**config.mk**
```make
export PLATFORM = sky130hd
export DESIGN_NAME = double_ended_queue_core
export DESIGN_NICKNAME = d
export VERILOG_FILES = /design/src/hw/rtl/dq_pkg.sv /design/src/hw/rtl/dq_ram.sv /design/src/hw/rtl/dq_ctrl.sv /design/src/hw/rtl/dq_datapath.sv /design/src/hw/rtl/double_ended_queue_core.sv
export SDC_FILE = /design/constraint.sdc
export NUM_CORES = 1
export LEC_CHECK = 0
export ABC_CLOCK_PERIOD_IN_PS = 5200
export BUFFER_PORTS_ARGS = -buffer_cell sky130_fd_sc_hd__clkbuf_2
export CORE_UTILIZATION = 45
export CTS_CLUSTER_DIAMETER = 60
export DETAILED_ROUTE_END_ITERATION = 16
export PLACE_DENSITY_LB_ADDON = 0.15
export SLEW_MARGIN = 10
export SYNTH_ARGS = -nofsm -noshare
export SYNTH_HDL_FRONTEND = slang
export SYNTH_SLANG_ARGS = --single-unit
```
**constraint.sdc**
```tcl
create_clock -name aclk -period 5.2 [get_ports aclk]
set_input_delay 0.52 -clock aclk [delete_from_list [all_inputs] [get_ports aclk]]
set_output_delay 0.52 -clock aclk [all_outputs]
set_load 0.02 [all_outputs]
```
**src/hw/rtl/dq_pkg.sv**
```systemverilog
`timescale 1ns / 1ps

package dq_pkg;

    localparam int WORD_W     = 32;
    localparam int REQ_W      = 2;
    localparam int STATUS_W   = 2;
    localparam int FILL_W     = 5;
    localparam int IN_DATA_W  = 32;
    localparam int OUT_DATA_W = 40;
    localparam int OUT_PAD_W  = OUT_DATA_W - WORD_W - FILL_W;

    typedef enum logic [REQ_W-1:0] {
        REQ_PUSH_BACK  = 2'd0,
        REQ_PUSH_FRONT = 2'd1,
        REQ_POP_BACK   = 2'd2,
        REQ_POP_FRONT  = 2'd3
    } req_t;

    typedef enum logic [STATUS_W-1:0] {
        ST_OK    = 2'd0,
        ST_FULL  = 2'd1,
        ST_EMPTY = 2'd2
    } status_t;

    typedef enum logic [1:0] {
        S_IDLE = 2'b01,
        S_BUSY = 2'b10
    } state_t;

    // controller to datapath
    typedef struct packed {
        logic accept;
        logic load;
    } ctrl_cmd_t;

    // datapath to controller
    typedef struct packed {
        logic out_busy;
    } dp_status_t;

endpackage

```
**src/hw/rtl/dq_ram.sv**
```systemverilog
`timescale 1ns / 1ps

module dq_ram #(
    parameter int WIDTH = 32,
    parameter int DEPTH = 16
) (
    input  logic                     aclk,
    input  logic                     wr_en,
    input  logic [$clog2(DEPTH)-1:0] wr_addr,
    input  logic [WIDTH-1:0]         wr_data,
    input  logic                     rd_en,
    input  logic [$clog2(DEPTH)-1:0] rd_addr,
    output logic [WIDTH-1:0]         rd_data
);

    logic [WIDTH-1:0] mem [DEPTH];
    logic [WIDTH-1:0] rd_data_reg;

    always_ff @(posedge aclk) begin
        if (wr_en) begin
            mem[wr_addr] <= wr_data;
        end
        if (rd_en) begin
            rd_data_reg <= mem[rd_addr];
        end
    end

    assign rd_data = rd_data_reg;

endmodule

```
**src/hw/rtl/dq_ctrl.sv**
```systemverilog
`timescale 1ns / 1ps

module dq_ctrl
    import dq_pkg::*;
(
    input  logic       aclk,
    input  logic       aresetn,
    input  logic       s_tvalid,
    output logic       s_tready,
    input  dp_status_t dp_stat,
    output ctrl_cmd_t  cmd
);

    state_t state_reg;
    state_t state_next;

    always_comb begin
        state_next = state_reg;
        cmd.accept = 1'b0;
        cmd.load   = 1'b0;
        case (state_reg)
            S_IDLE: begin
                if (s_tvalid) begin
                    cmd.accept = 1'b1;
                    state_next = S_BUSY;
                end
            end
            S_BUSY: begin
                // wait until the output register can take the result
                if (!dp_stat.out_busy) begin
                    cmd.load   = 1'b1;
                    state_next = S_IDLE;
                end
            end
            default: begin
                state_next = S_IDLE;
            end
        endcase
    end

    always_ff @(posedge aclk) begin
        if (!aresetn) begin
            state_reg <= S_IDLE;
        end else begin
            state_reg <= state_next;
        end
    end

    assign s_tready = (state_reg == S_IDLE);

endmodule

```
**src/hw/rtl/dq_datapath.sv**
```systemverilog
`timescale 1ns / 1ps

module dq_datapath
    import dq_pkg::*;
#(
    parameter int DEPTH = 16
) (
    input  logic                  aclk,
    input  logic                  aresetn,
    input  ctrl_cmd_t             cmd,
    output dp_status_t            dp_stat,
    input  logic [IN_DATA_W-1:0]  s_tdata,
    input  logic [REQ_W-1:0]      s_tuser,
    output logic                  m_tvalid,
    input  logic                  m_tready,
    output logic [OUT_DATA_W-1:0] m_tdata,
    output logic [STATUS_W-1:0]   m_tuser
);

    localparam int AW = $clog2(DEPTH);
    localparam int CW = $clog2(DEPTH + 1);
    localparam logic [AW:0]   DEPTH_X = (AW + 1)'(DEPTH);
    localparam logic [CW-1:0] DEPTH_C = CW'(DEPTH);
    localparam logic [AW-1:0] LAST_IDX = AW'(DEPTH - 1);

    // operand is below twice the depth
    function automatic logic [AW-1:0] wrap_pos(input logic [AW:0] pos);
        logic [AW:0] diff;
        diff = pos - DEPTH_X;
        wrap_pos = (pos >= DEPTH_X) ? diff[AW-1:0] : pos[AW-1:0];
    endfunction

    logic [AW-1:0] head_reg, head_next;
    logic [CW-1:0] count_reg, count_next;
    status_t       pend_status_reg, pend_status_next;
    logic          pend_pop_reg, pend_pop_next;

    logic                 out_valid_reg;
    logic [WORD_W-1:0]    out_word_reg;
    status_t              out_status_reg;
    logic [FILL_W-1:0]    out_fill_reg;

    logic                 full, empty;
    logic [AW:0]          head_x, cnt_x;
    logic [AW-1:0]        back_pos, last_pos, front_dec, front_inc;
    logic                 wr_en, rd_en;
    logic [AW-1:0]        wr_addr, rd_addr;
    logic [WORD_W-1:0]    rd_data;

    assign full      = (count_reg == DEPTH_C);
    assign empty     = (count_reg == '0);
    assign head_x    = {1'b0, head_reg};
    assign cnt_x     = (AW + 1)'(count_reg);
    assign back_pos  = wrap_pos(head_x + cnt_x);
    assign last_pos  = wrap_pos(head_x + cnt_x - (AW + 1)'(1));
    assign front_dec = (head_reg == '0) ? LAST_IDX : head_reg - AW'(1);
    assign front_inc = wrap_pos(head_x + (AW + 1)'(1));

    always_comb begin
        head_next        = head_reg;
        count_next       = count_reg;
        pend_status_next = pend_status_reg;
        pend_pop_next    = pend_pop_reg;
        wr_en            = 1'b0;
        rd_en            = 1'b0;
        wr_addr          = back_pos;
        rd_addr          = head_reg;
        if (cmd.accept) begin
            pend_status_next = ST_OK;
            pend_pop_next    = 1'b0;
            case (req_t'(s_tuser))
                REQ_PUSH_BACK: begin
                    if (full) begin
                        pend_status_next = ST_FULL;
                    end else begin
                        wr_en      = 1'b1;
                        wr_addr    = back_pos;
                        count_next = count_reg + CW'(1);
                    end
                end
                REQ_PUSH_FRONT: begin
                    if (full) begin
                        pend_status_next = ST_FULL;
                    end else begin
                        wr_en      = 1'b1;
                        wr_addr    = front_dec;
                        head_next  = front_dec;
                        count_next = count_reg + CW'(1);
                    end
                end
                REQ_POP_BACK: begin
                    if (empty) begin
                        pend_status_next = ST_EMPTY;
                    end else begin
                        rd_en         = 1'b1;
                        rd_addr       = last_pos;
                        pend_pop_next = 1'b1;
                        count_next    = count_reg - CW'(1);
                    end
                end
                REQ_POP_FRONT: begin
                    if (empty) begin
                        pend_status_next = ST_EMPTY;
                    end else begin
                        rd_en         = 1'b1;
                        rd_addr       = head_reg;
                        head_next     = front_inc;
                        pend_pop_next = 1'b1;
                        count_next    = count_reg - CW'(1);
                    end
                end
                default: begin
                    pend_status_next = ST_OK;
                end
            endcase
        end
    end

    dq_ram #(
        .WIDTH(WORD_W),
        .DEPTH(DEPTH)
    ) u_ram (
        .aclk   (aclk),
        .wr_en  (wr_en),
        .wr_addr(wr_addr),
        .wr_data(s_tdata[WORD_W-1:0]),
        .rd_en  (rd_en),
        .rd_addr(rd_addr),
        .rd_data(rd_data)
    );

    always_ff @(posedge aclk) begin
        if (!aresetn) begin
            head_reg        <= '0;
            count_reg       <= '0;
            pend_status_reg <= ST_OK;
            pend_pop_reg    <= 1'b0;
            out_valid_reg   <= 1'b0;
        end else begin
            head_reg        <= head_next;
            count_reg       <= count_next;
            pend_status_reg <= pend_status_next;
            pend_pop_reg    <= pend_pop_next;
            if (cmd.load) begin
                out_valid_reg <= 1'b1;
            end else if (m_tready) begin
                out_valid_reg <= 1'b0;
            end
        end
    end

    // count does not move between accept and load
    always_ff @(posedge aclk) begin
        if (cmd.load) begin
            out_word_reg   <= pend_pop_reg ? rd_data : '0;
            out_status_reg <= pend_status_reg;
            out_fill_reg   <= FILL_W'(count_reg);
        end
    end

    assign dp_stat.out_busy = out_valid_reg && !m_tready;
    assign m_tvalid = out_valid_reg;
    assign m_tdata  = {{OUT_PAD_W{1'b0}}, out_fill_reg, out_word_reg};
    assign m_tuser  = out_status_reg;

endmodule

```
**src/hw/rtl/double_ended_queue_core.sv**
```systemverilog
// double-ended queue of 32-bit words, one request per word in, one result word out
// the store read is registered, then moved into the output register once that register is free
// one request at a time: the next is taken only once the result is in the output register
// a finished result may wait in the output register while the next request is taken
// reset: synchronous active-low aresetn empties the queue and clears the handshake state
`timescale 1ns / 1ps

module double_ended_queue_core
    import dq_pkg::*;
#(
    parameter int DEPTH = 16
) (
    input  logic                  aclk,
    input  logic                  aresetn,
    input  logic                  s_tvalid,
    output logic                  s_tready,
    input  logic [IN_DATA_W-1:0]  s_tdata,   // push_word[31:0]
    input  logic [REQ_W-1:0]      s_tuser,   // req_type[1:0]
    output logic                  m_tvalid,
    input  logic                  m_tready,
    output logic [OUT_DATA_W-1:0] m_tdata,   // pop_word[31:0], fill_count[36:32], zero pad
    output logic [STATUS_W-1:0]   m_tuser    // status[1:0]
);

    ctrl_cmd_t  cmd;
    dp_status_t dp_stat;

    dq_ctrl u_ctrl (
        .aclk    (aclk),
        .aresetn (aresetn),
        .s_tvalid(s_tvalid),
        .s_tready(s_tready),
        .dp_stat (dp_stat),
        .cmd     (cmd)
    );

    dq_datapath #(
        .DEPTH(DEPTH)
    ) u_datapath (
        .aclk    (aclk),
        .aresetn (aresetn),
        .cmd     (cmd),
        .dp_stat (dp_stat),
        .s_tdata (s_tdata),
        .s_tuser (s_tuser),
        .m_tvalid(m_tvalid),
        .m_tready(m_tready),
        .m_tdata (m_tdata),
        .m_tuser (m_tuser)
    );

    // one request in flight at a time
    assert property (@(posedge aclk) disable iff (!aresetn)
        (s_tvalid && s_tready) |=> !s_tready)
        else $error("request taken while another is in flight");

    // failed requests never return a word
    assert property (@(posedge aclk) disable iff (!aresetn)
        (m_tvalid && (m_tuser == ST_FULL || m_tuser == ST_EMPTY)) |-> (m_tdata[WORD_W-1:0] == '0))
        else $error("error result carries a nonzero word");

    // fill level never exceeds capacity
    assert property (@(posedge aclk) disable iff (!aresetn)
        m_tvalid |-> (32'(m_tdata[WORD_W+FILL_W-1:WORD_W]) <= 32'(DEPTH)))
        else $error("fill count beyond capacity");

    // an empty report means nothing is held
    assert property (@(posedge aclk) disable iff (!aresetn)
        (m_tvalid && m_tuser == ST_EMPTY) |-> (m_tdata[WORD_W+FILL_W-1:WORD_W] == '0))
        else $error("empty status with words held");

endmodule
```
# [After elaboration in Yosys (flattened, before gate mapping)]
# Memory sizes are Yosys's and may differ from the RTL's. A register that Yosys moved wholly into a read port is not among the register bits.
# Cells that the tools add are included.
[totals] reg_bits=54 mem_bits_rw=512 inputBits=38 out_inout_bits=44 word_cells=82 memories=1
[mem_list] memory="u_datapath.u_ram.mem" depth=16 word_bits=32 read_ports=1 rd_ports_with_merged_regs=1 write_ports=1 line_no="dq_ram.sv:16" rtl="logic [WIDTH-1:0] mem [DEPTH];"
[classes] addsub=9 n_lt_le_gt_ge=3 n_eq_ne=12 muxes=36 reduce_logical=12
[op_table] operator="$mux W4" n=12
[op_table] operator="$sub A4 B1 Y4 const B" n=4
[op_table] operator="$ge A5 B5 Y1 const B" n=3
[op_table] operator="$mux W1" n=15
[op_table] operator="$ne A2 B2 Y1 const B" n=6
[op_table] operator="$mux W5" n=2
[op_table] operator="$pmux W5 S2" n=1
[op_table] operator="$sub A5 B1 Y5 const B" n=2
[op_table] operator="$pmux W2 S2" n=2
[op_table] operator="$pmux W4 S2" n=1
[op_table] operator="$eq A2 B2 Y1 const B" n=3
[op_table] operator="$mux W2" n=3
[op_table] operator="$add A4 B1 Y5 const B" n=1
[op_table] operator="$add A4 B5 Y5" n=1
[op_table] operator="$add A5 B1 Y5 const B" n=1
[op_table] operator="$eq A5 B5 Y1 const B" n=1
[op_table] operator="$logic_not A5 Y1" n=1
[op_table] operator="$eq A2 B1 Y1 const B" n=2
[op_table] operator="$logic_not A4 Y1" n=1
[op_table] operator="$reduce_and A4 Y1" n=1
[op_table] operator="$reduce_bool A2 Y1" n=2
[op_table] operator="$reduce_or A2 Y1" n=2
[op_table] operator="$reduce_and A3 Y1" n=1
[op_table] operator="$logic_not A2 Y1" n=1
[op_table] operator="other kinds (3)" n=3

# [Logic depth before layout (Yosys ltp)]
[logic_depth] depth_word=7 mapped_depth=12 mapped_depth_nobuf=10

# [Cells and area by module]
# Synthesis repeated with hierarchy kept, for this count alone.
[hier_totals] hier_cells=1064 area_unflattened_um2=22813.1
[modules_own_cells] module="dq_ram" n_inst=1 cells_per_inst=838 area_per_inst_um2=20155.6
[modules_own_cells] module="dq_datapath" n_inst=1 cells_per_inst=218 area_per_inst_um2=2573.7
[modules_own_cells] module="dq_ctrl" n_inst=1 cells_per_inst=8 area_per_inst_um2=83.8

# [Least setup slack after synthesis]
# No wires, ideal clock.
[synth_path] path_type="reg2reg" from="register u_datapath.head_reg[1]" to="memory u_datapath.u_ram.mem[4][0], enable pin" setup_ns=0.421 arrival_time_ns=3.377 required_ns=4.779 setup_slack_ns=1.402 stages_incl_launch_ff=10 n_path_buf=2 path_cell_list="dfxtp_1 clkbuf_1 clkinv_1 clkbuf_1 ha_1 a21oi_1 nor3_1 a211oi_1 o21ai_0 nor2_1"
[synth_between] elab_chain_len=6 elab_cells_between_ends=10 classes_between="3 x add/sub; 1 x order compare; 5 x mux; 1 x reduce/logical"
[synth_lines] item="from (decl)" line_no="dq_datapath.sv:33" rtl="logic [AW-1:0] head_reg, head_next;"
[synth_lines] item="from (signal assigned)" line_no="dq_datapath.sv:140" rtl="head_reg <= head_next;"
[synth_lines] item="$add A4 B5 Y5" line_no="dq_datapath.sv:54" rtl="assign back_pos = wrap_pos(head_x + cnt_x);"
[synth_lines] item="$sub A4 B1 Y4 or $ge A5 B5 Y1 (tied branches)" line_no="dq_datapath.sv:29, dq_datapath.sv:30"
[synth_lines] item="$mux W4" line_no="dq_datapath.sv:30" rtl="wrap_pos = (pos >= DEPTH_X) ? diff[AW-1:0] : pos[AW-1:0];"
[synth_lines] item="$mux W4" line_no="dq_datapath.sv:82" rtl="if (full) begin"
[synth_lines] item="$mux W4"
[synth_lines] item="$mux W4 *" line_no="dq_datapath.sv:68" rtl="if (cmd.accept) begin"
[synth_lines] item="to (decl)" line_no="dq_ram.sv:16"
# Mark *: on every way between the ends. The rest lies on a longest branch, timed or not.

# [Final worst setup path]
[layout_path] from="register u_datapath.head_reg[0]" to="register u_datapath.u_ram.rd_data_reg[0], in the netlist u_datapath.u_ram.rd_data[0] (read register of u_datapath.u_ram.mem), data pin"
[layout_between] elab_chain_len=7 elab_cells_between_ends=8 classes_between="3 x add/sub; 1 x order compare; 4 x mux"
[layout_lines] item="$add A4 B5 Y5" line_no="dq_datapath.sv:55" rtl="assign last_pos = wrap_pos(head_x + cnt_x - (AW + 1)'(1));"
[layout_lines] item="$sub A5 B1 Y5" line_no="dq_datapath.sv:55"
[layout_lines] item="$sub A4 B1 Y4 or $ge A5 B5 Y1 (tied branches)" line_no="dq_datapath.sv:29, dq_datapath.sv:30"
[layout_lines] item="$mux W4" line_no="dq_datapath.sv:30"
[layout_lines] item="$mux W4" line_no="dq_datapath.sv:92" rtl="if (empty) begin"
[layout_lines] item="$mux W4"
[layout_lines] item="$mux W4 *" line_no="dq_datapath.sv:68"
[layout_lines] item="to (decl)" line_no="dq_ram.sv:17" rtl="logic [WIDTH-1:0] rd_data_reg;"
# Marked as above.
# A chain may end at the register's enable or synchronous reset.

==> results.cfg <==
[floorplanning]
row_count = 86
io_pins = 82
die_height_um = 239
die_x_um = 239
initial_core_util_pct = 45.6
coreArea_mm2 = 0.0552
fp.dieArea_mm2 = 0.0569

[sta]
fin_hold_ws_ps = 175
skew_ps = 20.2
finalSetupTns_ps = 0
worst_pin_slew_ps = 1210
max_freq_ghz = 0.238
post-route-min-period_ps = 4210
hold_viol = 0
finalCritPeriodShare_pct = 80.9
drv_slew = 0
rsz0062_at_grt = no
relSlewSlack_pct = 19.2
setup_violations = 0

[setup_path]
critPathKind = reg -> reg
r2r-start = u_datapath.head_reg[0]
worstPathMaxFanout = 20
crit_start = u_datapath.head_reg[0]
crit_arrival_ps = 4550
endpoint_kind = flip-flop
critPathRequiredTime_ps = 5540
start_kind = flip-flop

[finish]
num_antenna_cells = 0
area_delta_synth_final_pct = 14.3
nets = 1703
layout-drive-gt1-share_pct = 19.2
largest_reg_flops = 512
final_cells = 2444
fillers = 4519
utilization_pct = 52.1

[logic_synthesis]
synthCells = 1571
synth_top_flop_cell = edfxtp_1
synthesis.area_mm2 = 0.0252
synth_edf_count = 583
ys_seq_area_share_pct = 70.7
synth.distinct_cells = 61
ys_async_sr_fraction_pct = 0
syn_area_per_cell_um2 = 16.0
ys_warn_count = 0
synth_seq_cells = 598

[place]
gp_congestion = 0.791
port-buffer-count = 78
dpl.hpwl_um = 35800
place_inst = 2334

[clock_tree]
cts_repair_resize_count = 0
cts_buffers = 66
cts_num_sinks = 598
cts_hold_buf = 0
clkTransAtPathRegs_ps = 60
cts_tree = built
clock-root-buffer = clkbuf_16
clockBufferDepth = 3
htreeDepth = 3
clk_latency_ps = 600
postCtsSetupBuffers = 0

[detailed_routing]
drt-initial-drc-count = 1103
via_count = 14600
post_drt_via_cell_ratio = 5.97
drtPass1Iterations = 5
ant_nets = 0
wl_per_cell_um = 25.9
drc = 0
wl_um = 63200

[global_routing]
grt_pass1_wl_um = 93900
grt_pass1_vias = 14500
grt_overflow = 0
antenna_found_initial = 0
grt_max_degree = 129
grt_usage_pct = 22.5

[power]
p_sw_share_pct = 25.9
pwr-share-clk_pct = 36.7
powerDensity_mw_per_mm2 = 403
seqPwrFrac_pct = 47.5
switchingPower_uw = 3000
p_int_uw = 8580
p_leak_uw = 0.00967
ir_drop_mv = 0.287
p_comb_share_pct = 15.8

[job]
maxCapViolations = 0

[worst_hold_path]
hold_start = aresetn
hold_class = in -> reg

[outcome]
outcome = complete, no violations
## placed cells by master, fill, tap and decap left out, types with 8 or more instances in the layout
| master | n |
|---|---|
| edfxtp_1 | 583 |
| nor2_1 | 21 |
| clkbuf_16 | 68 |
| buf_4 | 40 |
| dfxtp_1 | 14 |
| o221ai_1 | 32 |
| mux2i_1 | 159 |
| inv_1 | 8 |
| a221oi_1 | 122 |
| clkbuf_2 | 78 |
| clkinv_1 | 14 |
| nand2_1 | 22 |
| mux2_2 | 69 |
| clkbuf_1 | 18 |
| a21oi_1 | 16 |
| a211oi_1 | 37 |
| o22ai_1 | 32 |
| ha_1 | 9 |
| and2_1 | 161 |
| nor4_1 | 64 |
| nor2_4 | 17 |
| buf_12 | 16 |
## worst paths after layout
check / to / slack, ps / cells past startpoint
max: u_datapath.u_ram.rd_data[0] / 990 / 12
min: u_datapath.head_reg[3] / 180 / 2
max reg2reg: u_datapath.u_ram.rd_data[0] / 990 / 12
min reg2reg: u_datapath.m_tuser[1] / 450 / 0
## area by class of cell
cell class	instances	area (um2)	area share (%)
Inverter	10	37.5	0.130
Clock buffer	86	1770	6.15
Tap cell	748	936	3.25
Multi-Input combinational cell	844	7060	24.5
Sequential cell	598	17800	61.9
Timing Repair Buffer	134	1010	3.51
Clock inverter	24	153	0.530
## power by group through the flow
stage	clock, uW	sequential (uW)	combinational [uW]
finish	4250	5500	1830
global route	4520	5510	1960
detailed placement	0	5600	1840
CTS	4330	5500	1840
floorplan	0	5580	1250
global placement	0	5600	1810
## metal layers
layer | track usage [%] | vias up | part of all wire, %
met4 | 6.68 | 0 | 2.6
met1 | 31.8 | 7501 | 45
met5 | 0 | - | 0
li1 | - | 6511 | -
met3 | 3.71 | 115 | 5.2
met2 | 36.0 | 452 | 47
## cells in the mapped netlist (all sizes together), types with 15 or more instances
cell | instances | area [um2]
a211oi | 38 | 298
a21oi | 16 | 80.1
a221oi | 126 | 1130
and2 | 161 | 1010
buf | 59 | 350
clkbuf | 62 | 233
dfxtp | 15 | 300
edfxtp | 583 | 17500
mux2 | 69 | 777
mux2i | 163 | 1630
nand2 | 23 | 88.8
nor2 | 38 | 143
nor4 | 65 | 413
o221ai | 32 | 280
o22ai | 32 | 200
## worst max-delay path, stage by stage, from the launching register on
cell and delay (ps):
dfxtp_1 650, ha_1 290, fa_1 440, inv_1 90, ha_1 180, xor3_4 720, buf_4 330, nor2_1 200
mux2i_4 90, buf_4 270, a221oi_1 300, nor4_1 100, mux2_2 270
## logic make-up (layout without fill, tap and decap cells)
| logic type | after synthesis | count (layout) | share of synthesized area (%) |
|---|---|---|---|
| adder cells (fa/ha/maj) | 11 | 11 | 0.606 |
| flip-flops | 598 | 598 | 70.7 |
| AO/OA/AOI/OAI | 272 | 272 | 8.84 |
| XOR/XNOR | 12 | 12 | 0.561 |
| other | 1 | 3 | 0.0149 |
| buffers and inverters | 131 | 254 | 2.46 |
| multiplexers | 232 | 232 | 9.57 |
| AND/OR/NAND/NOR | 314 | 314 | 7.22 |
## per-stage QoR
stage	cell area [um2]	setup WS, ps	power, uW
2_1_floorplan	25200	1400	6830
3_3_place_gp	26900	1020	7410
3_5_place_dp	26900	996	7440
4_1_cts	28800	990	11700
5_1_grt	28800	742	12000
6_report	28800	992	11600
Note: power is estimated with default switching activity, not from simulation.
